## src/rtl/lse_pkg.sv

```systemverilog
// lse_pkg: shared types, constants and the spi bit encoding function for the
// led strip effect encoder. Depends on nothing; used by every file in rtl.
package lse_pkg;

    // field widths
    localparam int CHAN_W       = 8;
    localparam int LED_NUM_W    = 6;
    localparam int ENC_W        = 64;
    localparam int LED_COUNT_DEF = 16;

    // spi byte patterns for one colour bit
    localparam logic [7:0] ONE_PATTERN  = 8'hFC;
    localparam logic [7:0] ZERO_PATTERN = 8'hC0;

    // serial scale unit geometry
    localparam int MUL_A_W   = 9;
    localparam int MUL_B_W   = 8;
    localparam int NUM_W     = 17;
    localparam int DIV_W     = 10;
    localparam int STEP_CNT_W = 5;

    // scale constants for each effect: q = (a * b + bias) / divisor
    localparam logic [8:0] FADE_BIAS   = 9'd2;
    localparam logic [9:0] FADE_DIV    = 10'd5;
    localparam logic [8:0] BREATH_BIAS = 9'd255;
    localparam logic [9:0] BREATH_DIV  = 10'd510;
    localparam logic [8:0] RAMP_BIAS   = 9'd5;
    localparam logic [9:0] RAMP_DIV    = 10'd10;

    // ramp geometry and chase pacing
    localparam logic [2:0] RAMP_LAST  = 3'd5;
    localparam logic [2:0] CHASE_WAIT = 3'd6;

    // effect modes
    localparam logic [1:0] MODE_FADE   = 2'd0;
    localparam logic [1:0] MODE_BREATH = 2'd1;
    localparam logic [1:0] MODE_RAMP   = 2'd2;

    // configuration register indexes
    localparam logic CFG_EFFECT_MODE  = 1'b0;
    localparam logic CFG_COLOUR_ORDER = 1'b1;

    // operands for one serial scale lane
    typedef struct packed {
        logic [MUL_A_W-1:0] mult_a;
        logic [MUL_B_W-1:0] mult_b;
        logic [8:0]         bias;
        logic [DIV_W-1:0]   divisor;
    } scale_op_t;

    // one colour bit becomes one spi byte, msb first
    function automatic logic [ENC_W-1:0] encode_channel(input logic [CHAN_W-1:0] v);
        logic [ENC_W-1:0] acc;
        acc = '0;
        for (int b = CHAN_W - 1; b >= 0; b--) begin
            acc = {acc[ENC_W-9:0], (v[b] ? ONE_PATTERN : ZERO_PATTERN)};
        end
        return acc;
    endfunction

endpackage

```

## src/rtl/lse_scale_lane.sv

```systemverilog
// lse_scale_lane: bit-serial scale unit, q = (a * b + bias) / divisor.
// Shift-add multiply one multiplier bit per cycle, then restoring divide one
// quotient bit per cycle. Depends on lse_pkg.
module lse_scale_lane (
    input  logic               aclk,
    input  logic               aresetn,
    input  logic               start,
    input  lse_pkg::scale_op_t op,
    output logic               done,
    output logic [7:0]         quotient
);
    import lse_pkg::*;

    typedef enum logic [1:0] {
        LN_IDLE,
        LN_MUL,
        LN_DIV
    } lane_state_t;

    lane_state_t           state_reg, state_next;
    logic [NUM_W-1:0]      acc_reg, acc_next;
    logic [NUM_W-1:0]      a_sh_reg, a_sh_next;
    logic [MUL_B_W-1:0]    b_sh_reg, b_sh_next;
    logic [DIV_W-1:0]      div_reg, div_next;
    logic [DIV_W-1:0]      rem_reg, rem_next;
    logic [STEP_CNT_W-1:0] cnt_reg, cnt_next;
    logic                  done_reg, done_next;
    logic [DIV_W:0]        trial;
    logic                  trial_ge;

    // one restoring division step
    assign trial    = {rem_reg, acc_reg[NUM_W-1]};
    assign trial_ge = trial >= {1'b0, div_reg};

    always_comb begin
        state_next = state_reg;
        acc_next   = acc_reg;
        a_sh_next  = a_sh_reg;
        b_sh_next  = b_sh_reg;
        div_next   = div_reg;
        rem_next   = rem_reg;
        cnt_next   = cnt_reg;
        done_next  = 1'b0;
        case (state_reg)
            LN_IDLE: begin
                if (start) begin
                    acc_next   = NUM_W'(op.bias);
                    a_sh_next  = NUM_W'(op.mult_a);
                    b_sh_next  = op.mult_b;
                    div_next   = op.divisor;
                    cnt_next   = '0;
                    state_next = LN_MUL;
                end
            end
            // shift-add, one multiplier bit per cycle
            LN_MUL: begin
                if (b_sh_reg[0]) begin
                    acc_next = acc_reg + a_sh_reg;
                end
                a_sh_next = {a_sh_reg[NUM_W-2:0], 1'b0};
                b_sh_next = {1'b0, b_sh_reg[MUL_B_W-1:1]};
                cnt_next  = cnt_reg + 1'b1;
                if (cnt_reg == STEP_CNT_W'(MUL_B_W - 1)) begin
                    cnt_next   = '0;
                    rem_next   = '0;
                    state_next = LN_DIV;
                end
            end
            // quotient bits shift into the low end of the numerator
            LN_DIV: begin
                rem_next = trial_ge ? DIV_W'(trial - {1'b0, div_reg}) : trial[DIV_W-1:0];
                acc_next = {acc_reg[NUM_W-2:0], trial_ge};
                cnt_next = cnt_reg + 1'b1;
                if (cnt_reg == STEP_CNT_W'(NUM_W - 1)) begin
                    done_next  = 1'b1;
                    state_next = LN_IDLE;
                end
            end
            default: begin
                state_next = LN_IDLE;
            end
        endcase
    end

    always_ff @(posedge aclk) begin
        if (!aresetn) begin
            state_reg <= LN_IDLE;
            done_reg  <= 1'b0;
            cnt_reg   <= '0;
        end else begin
            state_reg <= state_next;
            done_reg  <= done_next;
            cnt_reg   <= cnt_next;
        end
        acc_reg  <= acc_next;
        a_sh_reg <= a_sh_next;
        b_sh_reg <= b_sh_next;
        div_reg  <= div_next;
        rem_reg  <= rem_next;
    end

    assign done     = done_reg;
    assign quotient = acc_reg[7:0];

    // a start is only issued to an idle lane
    assert property (@(posedge aclk) disable iff (!aresetn)
        start |-> state_reg == LN_IDLE)
        else $error("lane started while busy");

    // the remainder stays below the divisor through the whole division
    assert property (@(posedge aclk) disable iff (!aresetn)
        state_reg == LN_DIV |-> rem_reg < div_reg)
        else $error("lane remainder out of range");

    // done follows the last division step
    assert property (@(posedge aclk) disable iff (!aresetn)
        done |-> $past(state_reg) == LN_DIV)
        else $error("lane done without division");

endmodule

```

## src/rtl/lse_led_store.sv

```systemverilog
// lse_led_store: per-led colour memory with one write and one registered read
// port; valid bits cleared by reset make unwritten entries read as black.
// Depends on lse_pkg.
module lse_led_store #(
    parameter int LED_COUNT = lse_pkg::LED_COUNT_DEF
) (
    input  logic                         aclk,
    input  logic                         aresetn,
    input  logic                         wr_en,
    input  logic [$clog2(LED_COUNT)-1:0] wr_addr,
    input  logic [3*lse_pkg::CHAN_W-1:0] wr_data,
    input  logic                         rd_en,
    input  logic [$clog2(LED_COUNT)-1:0] rd_addr,
    output logic [3*lse_pkg::CHAN_W-1:0] rd_data
);
    import lse_pkg::*;

    localparam int COL_W = 3 * CHAN_W;

    logic [COL_W-1:0]     mem [LED_COUNT];
    logic [LED_COUNT-1:0] valid_reg;
    logic [COL_W-1:0]     rd_word_reg;
    logic                 rd_valid_reg;

    // memory array: write and registered read
    always_ff @(posedge aclk) begin
        if (wr_en) begin
            mem[wr_addr] <= wr_data;
        end
        if (rd_en) begin
            rd_word_reg <= mem[rd_addr];
        end
    end

    // valid bits, one per entry
    always_ff @(posedge aclk) begin
        if (!aresetn) begin
            valid_reg    <= '0;
            rd_valid_reg <= 1'b0;
        end else begin
            if (wr_en) begin
                valid_reg[wr_addr] <= 1'b1;
            end
            if (rd_en) begin
                rd_valid_reg <= valid_reg[rd_addr];
            end
        end
    end

    assign rd_data = rd_valid_reg ? rd_word_reg : '0;

endmodule

```

## src/rtl/led_strip_effect_encoder_unit.sv

```systemverilog
// led_strip_effect_encoder_unit: per tick, updates the effect state and emits
// one word per led. A serial scale pass runs start, multiply, divide and done;
// fade and breath need one pass, a ramp move six. The words follow the scaling,
// or the tick itself when no scaling is needed; each led word is read from the
// led store and then loaded into the output register once that is free.
// Reset is synchronous, active low: state clears and the led store reads black.
module led_strip_effect_encoder_unit #(
    parameter int LED_COUNT = lse_pkg::LED_COUNT_DEF
) (
    input  logic         aclk,
    input  logic         aresetn,
    // configuration write port
    input  logic         cfg_wr_en,
    input  logic         cfg_index,
    input  logic [1:0]   cfg_wdata,
    // input words
    input  logic         s_tvalid,
    output logic         s_tready,
    input  logic [23:0]  s_tdata,   // target_red, target_green, target_blue
    // result words
    output logic         m_tvalid,
    input  logic         m_tready,
    output logic [199:0] m_tdata,   // led_number, first_channel_bytes,
                                    // second_channel_bytes, third_channel_bytes
    output logic         m_tlast    // frame_end
);
    import lse_pkg::*;

    localparam int IDX_W = $clog2(LED_COUNT);
    localparam int COL_W = 3 * CHAN_W;

    typedef enum logic [2:0] {
        ST_IDLE,
        ST_START,
        ST_CALC,
        ST_EMIT_RD,
        ST_EMIT_LD
    } state_t;

    typedef enum logic [1:0] {
        KIND_FADE,
        KIND_BREATH,
        KIND_RAMP
    } kind_t;

    state_t               state_reg, state_next;
    kind_t                kind_reg, kind_next;
    logic [1:0]           mode_reg, mode_next;
    logic                 order_reg, order_next;
    logic [COL_W-1:0]     tgt_reg, tgt_next;
    logic [COL_W-1:0]     cur_reg, cur_next;
    logic [7:0]           level_reg, level_next;
    logic                 rising_reg, rising_next;
    logic [2:0]           delay_reg, delay_next;
    logic [6:0]           head_reg, head_next;
    logic [2:0]           ramp_i_reg, ramp_i_next;
    logic                 fill_reg, fill_next;
    logic [IDX_W-1:0]     idx_reg, idx_next;
    logic                 m_tvalid_reg, m_tvalid_next;
    logic [LED_NUM_W-1:0] num_reg, num_next;
    logic [CHAN_W-1:0]    first_reg, first_next;
    logic [CHAN_W-1:0]    second_reg, second_next;
    logic [CHAN_W-1:0]    third_reg, third_next;
    logic                 last_reg, last_next;

    scale_op_t            lane_op [3];
    logic [2:0]           lane_done;
    logic [7:0]           lane_q [3];
    logic                 lane_start;
    logic                 calc_done;

    logic                 accept;
    logic                 lit;
    logic                 out_free;
    logic [7:0]           level_step;
    logic [7:0]           pos_sum;
    logic [IDX_W-1:0]     ramp_pos;
    logic [COL_W-1:0]     lane_word;
    logic [COL_W-1:0]     emit_col;

    logic                 st_wr_en;
    logic [IDX_W-1:0]     st_wr_addr;
    logic [COL_W-1:0]     st_wr_data;
    logic                 st_rd_en;
    logic [COL_W-1:0]     st_rd_data;

    assign accept     = s_tvalid && s_tready;
    assign lit        = s_tdata != '0;
    assign out_free   = !m_tvalid_reg || m_tready;
    assign lane_start = state_reg == ST_START;
    assign calc_done  = &lane_done;
    assign lane_word  = {lane_q[2], lane_q[1], lane_q[0]};

    // breath level one step on from the stored level
    always_comb begin
        level_step = level_reg;
        if (rising_reg) begin
            if (level_reg != 8'hFF) begin
                level_step = level_reg + 8'd1;
            end
        end else begin
            if (level_reg != 8'h00) begin
                level_step = level_reg - 8'd1;
            end
        end
    end

    // ramp position of the current step, wrapped once around the strip
    always_comb begin
        pos_sum = 8'(head_reg) - 8'd1 + 8'(ramp_i_reg);
        if (pos_sum >= 8'(LED_COUNT)) begin
            pos_sum = pos_sum - 8'(LED_COUNT);
        end
        ramp_pos = pos_sum[IDX_W-1:0];
    end

    // operands for the three channel lanes
    always_comb begin
        for (int c = 0; c < 3; c++) begin
            case (kind_reg)
                KIND_FADE: begin
                    lane_op[c].mult_a  = (cur_reg[8*c +: 8] > tgt_reg[8*c +: 8]) ?
                        MUL_A_W'(cur_reg[8*c +: 8] - tgt_reg[8*c +: 8]) :
                        MUL_A_W'(tgt_reg[8*c +: 8] - cur_reg[8*c +: 8]);
                    lane_op[c].mult_b  = 8'd1;
                    lane_op[c].bias    = FADE_BIAS;
                    lane_op[c].divisor = FADE_DIV;
                end
                KIND_BREATH: begin
                    lane_op[c].mult_a  = {tgt_reg[8*c +: 8], 1'b0};
                    lane_op[c].mult_b  = level_reg;
                    lane_op[c].bias    = BREATH_BIAS;
                    lane_op[c].divisor = BREATH_DIV;
                end
                default: begin
                    lane_op[c].mult_a  = {tgt_reg[8*c +: 8], 1'b0};
                    lane_op[c].mult_b  = 8'(ramp_i_reg);
                    lane_op[c].bias    = RAMP_BIAS;
                    lane_op[c].divisor = RAMP_DIV;
                end
            endcase
        end
    end

    // serial scale lanes, one per colour channel
    for (genvar g = 0; g < 3; g++) begin : g_lane
        lse_scale_lane u_lane (
            .aclk     (aclk),
            .aresetn  (aresetn),
            .start    (lane_start),
            .op       (lane_op[g]),
            .done     (lane_done[g]),
            .quotient (lane_q[g])
        );
    end

    lse_led_store #(
        .LED_COUNT (LED_COUNT)
    ) u_store (
        .aclk    (aclk),
        .aresetn (aresetn),
        .wr_en   (st_wr_en),
        .wr_addr (st_wr_addr),
        .wr_data (st_wr_data),
        .rd_en   (st_rd_en),
        .rd_addr (idx_reg),
        .rd_data (st_rd_data)
    );

    // colour of the led being emitted
    assign emit_col = fill_reg ? cur_reg : st_rd_data;

    // store access
    always_comb begin
        st_rd_en   = state_reg == ST_EMIT_RD;
        st_wr_en   = 1'b0;
        st_wr_addr = idx_reg;
        st_wr_data = cur_reg;
        if (state_reg == ST_CALC && kind_reg == KIND_RAMP && calc_done) begin
            st_wr_en   = 1'b1;
            st_wr_addr = ramp_pos;
            st_wr_data = lane_word;
        end else if (state_reg == ST_EMIT_LD && out_free && fill_reg) begin
            st_wr_en = 1'b1;
        end
    end

    // sequencer
    always_comb begin
        state_next    = state_reg;
        kind_next     = kind_reg;
        mode_next     = mode_reg;
        order_next    = order_reg;
        tgt_next      = tgt_reg;
        cur_next      = cur_reg;
        level_next    = level_reg;
        rising_next   = rising_reg;
        delay_next    = delay_reg;
        head_next     = head_reg;
        ramp_i_next   = ramp_i_reg;
        fill_next     = fill_reg;
        idx_next      = idx_reg;
        m_tvalid_next = m_tvalid_reg && !m_tready;
        num_next      = num_reg;
        first_next    = first_reg;
        second_next   = second_reg;
        third_next    = third_reg;
        last_next     = last_reg;

        // configuration writes
        if (cfg_wr_en) begin
            case (cfg_index)
                CFG_EFFECT_MODE:  mode_next  = cfg_wdata;
                CFG_COLOUR_ORDER: order_next = cfg_wdata[0];
                default: ;
            endcase
        end

        case (state_reg)
            ST_IDLE: begin
                if (accept) begin
                    tgt_next   = s_tdata;
                    fill_next  = 1'b0;
                    idx_next   = '0;
                    state_next = ST_EMIT_RD;
                    case (mode_reg)
                        MODE_FADE: begin
                            if (s_tdata != cur_reg) begin
                                kind_next  = KIND_FADE;
                                state_next = ST_START;
                            end
                        end
                        MODE_BREATH: begin
                            if (lit) begin
                                level_next = level_step;
                                if (level_step == 8'hFF) begin
                                    rising_next = 1'b0;
                                end else if (level_step == 8'h00) begin
                                    rising_next = 1'b1;
                                end
                                kind_next  = KIND_BREATH;
                                state_next = ST_START;
                            end
                        end
                        MODE_RAMP: begin
                            if (lit) begin
                                if (delay_reg >= CHASE_WAIT) begin
                                    delay_next  = '0;
                                    head_next   = (head_reg >= 7'(LED_COUNT)) ?
                                                  7'd1 : head_reg + 7'd1;
                                    ramp_i_next = '0;
                                    kind_next   = KIND_RAMP;
                                    state_next  = ST_START;
                                end else begin
                                    delay_next = delay_reg + 3'd1;
                                end
                            end
                        end
                        default: ;
                    endcase
                end
            end
            ST_START: begin
                state_next = ST_CALC;
            end
            ST_CALC: begin
                if (calc_done) begin
                    case (kind_reg)
                        KIND_FADE: begin
                            for (int c = 0; c < 3; c++) begin
                                cur_next[8*c +: 8] =
                                    (cur_reg[8*c +: 8] > tgt_reg[8*c +: 8]) ?
                                    cur_reg[8*c +: 8] - lane_q[c] :
                                    cur_reg[8*c +: 8] + lane_q[c];
                            end
                            fill_next  = 1'b1;
                            state_next = ST_EMIT_RD;
                        end
                        KIND_BREATH: begin
                            cur_next   = lane_word;
                            fill_next  = 1'b1;
                            state_next = ST_EMIT_RD;
                        end
                        default: begin
                            if (ramp_i_reg == RAMP_LAST) begin
                                state_next = ST_EMIT_RD;
                            end else begin
                                ramp_i_next = ramp_i_reg + 3'd1;
                                state_next  = ST_START;
                            end
                        end
                    endcase
                end
            end
            ST_EMIT_RD: begin
                state_next = ST_EMIT_LD;
            end
            // load one led word once the output register is free
            ST_EMIT_LD: begin
                if (out_free) begin
                    m_tvalid_next = 1'b1;
                    num_next      = LED_NUM_W'(idx_reg);
                    first_next    = order_reg ? emit_col[15:8] : emit_col[7:0];
                    second_next   = order_reg ? emit_col[7:0] : emit_col[15:8];
                    third_next    = emit_col[23:16];
                    last_next     = idx_reg == IDX_W'(LED_COUNT - 1);
                    if (idx_reg == IDX_W'(LED_COUNT - 1)) begin
                        state_next = ST_IDLE;
                    end else begin
                        idx_next   = idx_reg + 1'b1;
                        state_next = ST_EMIT_RD;
                    end
                end
            end
            default: begin
                state_next = ST_IDLE;
            end
        endcase
    end

    always_ff @(posedge aclk) begin
        if (!aresetn) begin
            state_reg    <= ST_IDLE;
            kind_reg     <= KIND_FADE;
            mode_reg     <= MODE_FADE;
            order_reg    <= 1'b0;
            cur_reg      <= '0;
            level_reg    <= '0;
            rising_reg   <= 1'b1;
            delay_reg    <= '0;
            head_reg     <= '0;
            ramp_i_reg   <= '0;
            fill_reg     <= 1'b0;
            idx_reg      <= '0;
            m_tvalid_reg <= 1'b0;
        end else begin
            state_reg    <= state_next;
            kind_reg     <= kind_next;
            mode_reg     <= mode_next;
            order_reg    <= order_next;
            cur_reg      <= cur_next;
            level_reg    <= level_next;
            rising_reg   <= rising_next;
            delay_reg    <= delay_next;
            head_reg     <= head_next;
            ramp_i_reg   <= ramp_i_next;
            fill_reg     <= fill_next;
            idx_reg      <= idx_next;
            m_tvalid_reg <= m_tvalid_next;
        end
        tgt_reg    <= tgt_next;
        num_reg    <= num_next;
        first_reg  <= first_next;
        second_reg <= second_next;
        third_reg  <= third_next;
        last_reg   <= last_next;
    end

    // output word
    assign s_tready = state_reg == ST_IDLE;
    assign m_tvalid = m_tvalid_reg;
    assign m_tlast  = last_reg;
    assign m_tdata  = {2'b00, encode_channel(third_reg), encode_channel(second_reg),
                       encode_channel(first_reg), num_reg};

    // the frame ends on the last led of the strip
    assert property (@(posedge aclk) disable iff (!aresetn)
        m_tvalid && m_tlast |-> num_reg == LED_NUM_W'(LED_COUNT - 1))
        else $error("frame end on wrong led");

    // a pending word is never overwritten
    assert property (@(posedge aclk) disable iff (!aresetn)
        state_reg == ST_EMIT_LD && m_tvalid_reg && !m_tready |=> $stable(num_reg))
        else $error("pending word overwritten");

    // breath state moves only on an accepted tick
    assert property (@(posedge aclk) disable iff (!aresetn)
        !accept |=> $stable(level_reg) && $stable(rising_reg))
        else $error("breath state changed without a tick");

    // the chase head never passes the strip length
    assert property (@(posedge aclk) disable iff (!aresetn)
        head_reg <= 7'(LED_COUNT) && ramp_i_reg <= RAMP_LAST)
        else $error("ramp position out of range");

endmodule

```

## config.mk

```make
export PLATFORM = sky130hd
export DESIGN_NAME = led_strip_effect_encoder_unit
export DESIGN_NICKNAME = d
export VERILOG_FILES = /design/src/rtl/lse_pkg.sv /design/src/rtl/lse_scale_lane.sv /design/src/rtl/lse_led_store.sv /design/src/rtl/led_strip_effect_encoder_unit.sv
export SDC_FILE = /design/constraint.sdc
export NUM_CORES = 1
export LEC_CHECK = 0
export BUFFER_PORTS_ARGS = -buffer_cell sky130_fd_sc_hd__buf_2
export CAP_MARGIN = 20
export CORE_UTILIZATION = 60
export CTS_CLUSTER_DIAMETER = 100
export DETAILED_ROUTE_END_ITERATION = 8
export PLACE_DENSITY = 0.82
export SLEW_MARGIN = 5
export SYNTH_ARGS = -nofsm -noshare
export SYNTH_HDL_FRONTEND = slang
export SYNTH_SLANG_ARGS = --single-unit
export TNS_END_PERCENT = 1
```

## constraint.sdc

```tcl
create_clock -name aclk -period 11.3 [get_ports aclk]
set_input_delay 1.695 -clock aclk [delete_from_list [all_inputs] [get_ports aclk]]
set_output_delay 1.695 -clock aclk [all_outputs]
set_load 0.05 [all_outputs]
```

; Word level (Yosys, flattened, before mapping)
; Memories as Yosys holds them, arrays and structs flattened. A register that Yosys moved wholly into a read port is not among the register bits.
; Index checks and enable logic that the tools add are counted.
[word_totals]
register_bits = 340
ram_bits = 384
inputBits = 32
wordCells = 352
n_memories = 1
[memory_table]
columns = memory, words, word_bits, read_ports, rd_clocked_by_memory_dff, wr, line
row1 = u_store.mem, 16, 24, 1, 1, 1, lse_led_store.sv:20  ; logic [COL_W-1:0] mem [LED_COUNT];
[op_classes]
add_sub_neg = 30
n_lt_le_gt_ge = 12
eq_ne = 51
n_mux = 141
bitwise = 2
reduce_logical = 70
[op_table]
columns = operator, count
row1 = $pmux 36 s2, 3
row2 = $mux 17, 9
row3 = $pmux 17 s3, 3
row4 = $mux 6, 24
row5 = $pmux 17 s2, 3
row6 = $mux 8, 11
row7 = $mux 24, 3
row8 = $mux 10, 6
row9 = $pmux 10 s2, 3
row10 = $sub 8x8->9, 6
row11 = $add 17x17->17, 3
row12 = $pmux 24 s2, 1
row13 = $pmux 8 s2, 3
row14 = $pmux 5 s3, 3
row15 = $reduce_and 2->1, 19
row16 = $mux 2, 18
row17 = $ge 11x10->1, 3
row18 = $mux 3, 11
row19 = $pmux 2 s3, 5
row20 = $sub 10x10->10, 3
row21 = $ne 2x1->1 const B, 14
row22 = $mux 9, 3
row23 = $add 8x8->8, 3
row24 = $gt 8x8->1, 3
row25 = 55 further kinds, 143

; Depth between registers and ports, before layout
; Gate-level depths: netlist of run 1.
[logic_depth]
ltp_word = 10
depth_mapped = 20

; Cells and area by module
; A second synthesis of run 1 with hierarchy kept.
[hier_totals]
cells_unflattened = 3280
hier_area_um2 = 40356.2
[modules_own_cells]
columns = module, n_inst, cells_per_inst, area_per_inst_um2, seq_area_each_um2
row1 = lse_led_store, 1, 657, 16000.3, 12592.1
row2 = led_strip_effect_encoder_unit, 1, 1310, 10854.2, 2792.7
row3 = lse_scale_lane (g_lane[1].u_lane), 1, 454, 4576.9, 2021.9
row4 = lse_scale_lane (g_lane[0].u_lane), 1, 452, 4566.9, 2021.9
row5 = lse_scale_lane (g_lane[2].u_lane), 1, 407, 4357.9, 2021.9

; Worst setup path before layout of run 1
; Ideal clock, no wire load.
[synth_timing]
path_kind = in2reg
startpoint = input m_tready
endpoint = memory u_store.mem[1][0] (netlist bit) (enable)
setup_time_ns = 0.406
arrival_time_ns = 4.909
setup_slack_ns = 5.985
cell_stages = 7
n_path_buf = 0
path_cell_list = nor2b_1 nor2_1 nand3_1 nand2_1 nand2_1 o32a_1 nor2_1
[synth_via]
elab_chain_len = 7
[synth_lines]
columns = item, line
row1 = "start, declared", led_strip_effect_encoder_unit.sv:22  ; input logic m_tready,
row2 = $logic_or 1x1->1, led_strip_effect_encoder_unit.sv:89  ; assign out_free = !m_tvalid_reg || m_tready;
row3 = $logic_and 1x1->1 (2 in series), led_strip_effect_encoder_unit.sv:183  ; end else if (state_reg == ST_EMIT_LD && out_free && fill_reg) begin
row4 = $mux 1, led_strip_effect_encoder_unit.sv:183
row5 = $mux 1, led_strip_effect_encoder_unit.sv:179  ; if (state_reg == ST_CALC && kind_reg == KIND_RAMP && calc_done) begin
row6 = $mux 1, lse_led_store.sv:27  ; if (wr_en) begin
row7 = $mux 1 (implied by the code), lse_led_store.sv:28  ; mem[wr_addr] <= wr_data;
row8 = "end, declared", lse_led_store.sv:20
; Every way passes these cells.

; Worst setup path in the final report of run 1
[layout_timing]
startpoint = register tgt_reg[1]
endpoint = register cur_reg[7]
[layout_via]
elab_chain_len = 3
[layout_lines]
columns = item, line
row1 = "start, declared", led_strip_effect_encoder_unit.sv:50  ; logic [COL_W-1:0] tgt_reg, tgt_next;
row2 = "start signal, assigned", led_strip_effect_encoder_unit.sv:351  ; tgt_reg <= tgt_next;
row3 = $gt 8x8->1, led_strip_effect_encoder_unit.sv:272  ; (cur_reg[8*c +: 8] > tgt_reg[8*c +: 8]) ?
row4 = $mux 8, led_strip_effect_encoder_unit.sv:272
row5 = $pmux 24 s2, led_strip_effect_encoder_unit.sv:268  ; case (kind_reg)
row6 = "end signal, assigned", led_strip_effect_encoder_unit.sv:341  ; cur_reg <= cur_next;
row7 = "end, declared", led_strip_effect_encoder_unit.sv:51  ; logic [COL_W-1:0] cur_reg, cur_next;
; Every way passes these cells.
; A chain may end at the register's enable or synchronous reset.

==> results.json, run 1 <==
{
  "status": "finished clean",
  "layout_min_cycle_time_ps": 4650,
  "vias": 24500,
  "max_freq_ghz": 0.215,
  "powerDensity_nw_per_um2": 212,
  "cts_tree": "yes",
  "grt_pass1_vias": 23600,
  "synth.yosys.seq_area_share_pct": 54.7,
  "vias_per_cell": 6.11,
  "p_leak_nw": 16.4,
  "synth.cell_area_sq_um": 38200,
  "dieWidth_um": 254,
  "synthToLayoutAreaGrowth_pct": 9.16,
  "slew_viol_final": 0,
  "power.internal_mw": 5.87,
  "routed_wl_um": 88500,
  "clkTransAtPathRegs_ps": 60,
  "cp_data_arrival_time_ps": 5160,
  "ys_async_sr_fraction_pct": 0,
  "finalClockSkew_ps": 30.8,
  "postCtsHoldBufs": 0,
  "tightest_slew_ps": 1140,
  "first_iter_violations": 2313,
  "syn_area_per_cell_sq_um": 12.7,
  "wl_per_cell_um": 22.1,
  "seq_power_share_pct": 41.0,
  "synth_most_common_cell": "edfxtp_1",
  "clkPwrFrac_pct": 29.0,
  "hold_violations": 0,
  "crit_required_ps": 11810,
  "nets": 3319,
  "min_period_over_period_pct": 41.1,
  "fin_cells": 4006,
  "clock_latency_ps": 640,
  "tns_ps": 0,
  "cp_max_fo": 22,
  "max-cap-violations": 0,
  "layout-drive-gt1-share_pct": 16.1,
  "synth_cell_types": 86,
  "p_sw_share_pct": 33.6,
  "combPwrFrac_pct": 30.0,
  "yosys_register_bits": 730,
  "antenna_found_initial": 6,
  "htree_levels": 3,
  "fill_cells": 4359,
  "initial_utilization_pct": 60.7,
  "io-pin-count": 235,
  "timing.slew.headroom_pct": 24.0,
  "power_mw": 8.85,
  "finalWorstSetupSlack_ps": 6650,
  "synth.area.top_cells": "edfxtp_1 (49%), mux4_2 (7.4%), ha_1 (6.0%), dfxtp_1 (5.3%), buf_4 (3.4%)",
  "die_y_um": 254,
  "end_kind": "flip-flop",
  "grt_pass1_wl_um": 135000,
  "dp_hpwl_um": 60300,
  "largest_reg_flops": 384,
  "hp-class": "reg2reg",
  "grt_max_degree": 90,
  "synthTopCellsByCount": "edfxtp_1 (629), nand2_1 (256), ha_1 (183)",
  "port_buffers": 134,
  "synth_top_area_share_pct": 49.4,
  "cts_buffers": 76,
  "cts_setup_buffers": 0,
  "clock_sinks": 730,
  "cts_root_buf": "clkbuf_16",
  "dpl_worst_slack_ps": 6550,
  "yosysWarnings": 0,
  "dieArea_sq_um": 64700,
  "synth-edff-count": 629,
  "criticalPathCategory": "reg2reg",
  "coreArea_sq_um": 63000,
  "first_pass_iters": 6,
  "post_cts_resized": 0,
  "placed_cells_incl_taps": 3852,
  "ys.flop_type": "edfxtp_1",
  "drc": 0,
  "synthCells": 3014,
  "cp-start-kind": "flip-flop",
  "clockBufferDepth": 3,
  "ant_nets": 0,
  "finalSetupViolCount": 0,
  "place.gp.congestion": 0.914,
  "p_sw_mw": 2.98,
  "grt-ovfl-total": 0,
  "peakVddDrop_v": 0.000181,
  "num_rows": 92,
  "rsz0062_at_grt": "no",
  "grtUsageTotal_pct": 27.4,
  "yosys.area.top_type": "edfxtp_1"
}
-- cells in the final DEF, fill, tap and decap left out, types with 11 or more instances in the layout --
cell | Yosys | final
xnor2_1 | 80 | 80
nand4_1 | 23 | 23
mux2_2 | 18 | 18
mux2i_1 | 74 | 74
and3_1 | 12 | 12
a21boi_0 | 27 | 25
o21ai_0 | 141 | 139
a22oi_1 | 26 | 26
o211a_1 | 29 | 29
fa_1 | 16 | 16
and2_1 | 43 | 43
o211ai_1 | 28 | 28
clkbuf_16 | 0 | 78
a31oi_1 | 32 | 32
a21oi_1 | 98 | 98
nor3_1 | 41 | 40
nor2b_1 | 64 | 63
nand3_1 | 32 | 32
inv_1 | 131 | 131
edfxtp_1 | 629 | 629
buf_2 | 15 | 134
nor2_2 | 0 | 16
nor2_1 | 145 | 128
a21o_1 | 41 | 41
or3_1 | 23 | 23
mux4_2 | 125 | 125
o21a_1 | 29 | 29
clkbuf_1 | 98 | 17
ha_1 | 183 | 181
o31ai_1 | 11 | 11
conb_1 | 2 | 100
dfxtp_1 | 101 | 98
nand2b_1 | 27 | 27
o21ai_1 | 13 | 14
xor2_1 | 70 | 70
nor4_1 | 16 | 16
buf_4 | 173 | 57
nand2_1 | 256 | 256
-- path summary, 6_finish.rpt --
| path | start | endpoint | slack (ps) | depth (start not counted) |
|---|---|---|---|---|
| worst min-delay path | u_store.valid_reg[7] | u_store.valid_reg[7] | 460 | 1 |
| worst max register to register | tgt_reg[1] | cur_reg[7] | 6650 | 17 |
| worst max-delay path | tgt_reg[1] | cur_reg[7] | 6650 | 17 |
| worst min register to register | u_store.valid_reg[7] | u_store.valid_reg[7] | 460 | 1 |
-- power by group through the flow --
stage | logic (mW) | registers [mW] | clock network, mW
after floorplan | 2.14 | 3.56 | 0
after detailed placement | 2.60 | 3.67 | 0
after CTS | 2.63 | 3.62 | 2.60
final | 2.66 | 3.63 | 2.56
after global placement | 2.48 | 3.66 | 0
after global routing | 2.94 | 3.66 | 2.70
-- layout make-up --
cell class	instances	area [sq um]	share of cell area [%]
sequential	730	20900	50.2
multi-input combinational	1949	15400	37.0
clock buffer	101	2100	5.03
timing repair buffer	199	1240	2.98
tap	846	1060	2.54
inverter	132	495	1.19
clock inverter	39	440	1.06
antenna	10	25.0	0.0600
-- through the flow --
stage	hold WS, ps	util, %	instance area, sq um
after global placement	442	61.9	39000
after CTS	465	66.1	41600
after global routing	487	66.2	41700
final	463	66.2	41700
after floorplan	420	-	38600
after detailed placement	451	62.0	39100
-- per-layer routing --
metal	vias to the layer above	GRT usage, %	wire length [um]
met5	-	0	0
met4	0	10.2	2910
met3	176	3.96	6530
met2	1071	45.5	43600
met1	12200	36.8	35400
li1	11100	-	-
-- kinds of logic (layout without fill, tap and decap cells) --
| logic type | after synthesis | count (layout) | share of synthesized area (%) |
|---|---|---|---|
| buffers and inverters | 433 | 471 | 6.03 |
| DFF | 730 | 730 | 54.7 |
| AOI/OAI and AO/OA | 568 | 568 | 10.1 |
| adders and majority gates | 199 | 199 | 6.83 |
| muxes | 217 | 217 | 9.84 |
| xor gates and xnor gates | 150 | 150 | 3.44 |
| other | 2 | 110 | 0.0197 |
| and+or+nand+nor | 715 | 715 | 9.04 |
-- worst max-delay path, stage by stage (launching register included) --
cell,delay (ps)
edfxtp_1,430
inv_1,110
ha_1,320
nor2b_1,170
o31a_2,190
o41ai_4,90
o31ai_4,790
o21ai_0,310
ha_1,340
a21o_1,160
a21oi_1,230
o21ai_1,140
nor4_1,230
nor3_1,130
xnor2_1,280
mux2i_1,240
nor3_1,70
o31a_1,300
(Power assumes the default switching activity.)
==> run 2: changes to the inputs <==
==> constraint.sdc (replaced) <==
create_clock -name aclk -period 4.4 [get_ports aclk]
set_input_delay 0.66 -clock aclk [delete_from_list [all_inputs] [get_ports aclk]]
set_output_delay 0.66 -clock aclk [all_outputs]
set_load 0.05 [all_outputs]
==> results.json, run 2 (same netlist as run 1, synthesis figures left out) <==
{
  "grtUsageMet1_pct": 37.2,
  "largest_reg_flops": 384,
  "use_met3_pct": 4.59,
  "hold_violations": 0,
  "criticalPathCategory": "reg2reg",
  "tns_ps": 0,
  "placed_area_sq_um": 39300,
  "cp_data_arrival_time_ps": 4590,
  "status": "finished clean",
  "synthToLayoutAreaGrowth_pct": 8.96,
  "design_area_sq_um": 41600,
  "powerDensity_nw_per_um2": 539,
  "first_iter_violations": 2456,
  "fill_cells": 4486,
  "reg2reg_slack_ps": 310,
  "ant_nets": 0,
  "num_rows": 92,
  "drc": 0,
  "nets": 3342,
  "peakVddDrop_v": 0.000327,
  "wl_per_cell_um": 23.2,
  "slew_viol_final": 0,
  "antenna_found_initial": 7,
  "clock_latency_ps": 640,
  "use_met2_pct": 49.2,
  "cts_root_buf": "clkbuf_16",
  "final_common_cell": "edfxtp_1",
  "finalWorstSetupSlack_ps": 314,
  "timing.slew.headroom_pct": 30.1,
  "layout-drive-gt1-share_pct": 16.4,
  "port_buffers": 134,
  "grtUsageTotal_pct": 29.1,
  "min_period_over_period_pct": 92.9,
  "end_kind": "flip-flop",
  "htree_levels": 3,
  "place.gp.congestion": 0.905,
  "die_y_um": 254,
  "layout_common_cells": "edfxtp_1 (629), nand2_1 (256), ha_1 (181)",
  "crit_chain": "inv_1 > ha_1 > nor2b_1 > o31a_2 > o41ai_4 > o31ai_4 > buf_4 > nand2b_1 > xnor2_1 > ha_1 > a21oi_2 > o21ai_1 > nor4_1 > nor3_1 > xnor2_1 > mux2i_1 > nor3_1 > o31a_1",
  "hp-class": "in2reg",
  "rsz0062_at_grt": "no",
  "cp_max_fo": 6,
  "cts_tree": "yes",
  "clock_sinks": 730,
  "clockBufferDepth": 3,
  "vias_per_cell": 6.11,
  "grt_busiest_layer": "met2",
  "finalClockSkew_ps": 23.9,
  "max_freq_ghz": 0.245,
  "initial_utilization_pct": 60.7,
  "tightest_slew_ps": 1050,
  "dieWidth_um": 254,
  "dieArea_sq_um": 64700,
  "cts_buffers": 76,
  "p_leak_nw": 16.4,
  "dp_hpwl_um": 62200,
  "critPathMaxStageDelay_ps": 440,
  "slowest_stage": "edfxtp_1",
  "max-cap-violations": 0,
  "crit_required_ps": 4910,
  "coreArea_sq_um": 63000,
  "layout_min_cycle_time_ps": 4090,
  "grt_pass1_wl_um": 142000,
  "first_pass_iters": 5,
  "grt_max_degree": 49,
  "grt-ovfl-total": 0,
  "dpl_worst_slack_ps": 159,
  "finalSetupViolCount": 0,
  "cp-start-kind": "flip-flop",
  "clkTransAtPathRegs_ps": 60,
  "grt_pass1_vias": 24500,
  "holdWs_ps": 253,
  "vias": 24600,
  "routed_wl_um": 93100,
  "io-pin-count": 235
}
run 2: worst paths after layout:
path / start / endpoint / cells after the start
hold / removal: s_tdata[6] / tgt_reg[6] / 1
setup / recovery: tgt_reg[1] / cur_reg[7] / 18
setup reg to reg: tgt_reg[1] / cur_reg[7] / 18
hold reg to reg: u_store.valid_reg[13] / u_store.valid_reg[13] / 1
run 2: final cells by class:
type	instances	area, sq um	share of cell area [%]
Inverter	132	495	1.19
Sequential cell	730	20900	50.3
Multi-Input combinational cell	1949	15400	37.1
Timing Repair Buffer	222	1390	3.35
Antenna cell	4	10.0	0.0241
Clock buffer	107	2080	5.01
Tap cell	846	1060	2.54
Clock inverter	30	239	0.574
run 2: repair_timing:
item / CTS / global route
setup endpoints to repair: 0 / 1
buffers inserted: 0 / 2
hold buffers: 0 / 0
resized for setup: 0 / 3
run 2: layer usage:
layer | up-vias | share of wire, %
li1 | 11100 | -
met1 | 12300 | 40
met2 | 974 | 50
met3 | 216 | 6.6
met4 | 4 | 3.6
met5 | - | 0.023
run 2: worst max-delay path: cells and delay by family (launching register included):
kind,cells,cell delay (ps)
mux,1,250
buf+inv,2,320
xor+xnor,2,410
compound gates,6,1350
flops,1,440
simple gates,5,590
fa+ha+maj,2,580
run 2: metrics by stage:
| step | std cells | utilization [%] | power [mW] |
|---|---|---|---|
| floorplan | 3112 | - | 14.6 |
| global placement | 3876 | 62.3 | 15.9 |
| detailed placement | 3876 | 62.3 | 16.2 |
| CTS | 4013 | 66.0 | 22.4 |
| global route | 4018 | 66.1 | 23.5 |
| finish | 4020 | 66.1 | 22.4 |
run 2: power breakdown:
| group | switching, mW | total [mW] | internal (mW) |
|---|---|---|---|
| logic | 4.26 | 6.94 | 2.68 |
| clock network | 2.73 | 6.17 | 3.43 |
| registers | 0.712 | 9.30 | 8.59 |
| total | 7.71 | 22.4 | 14.7 |
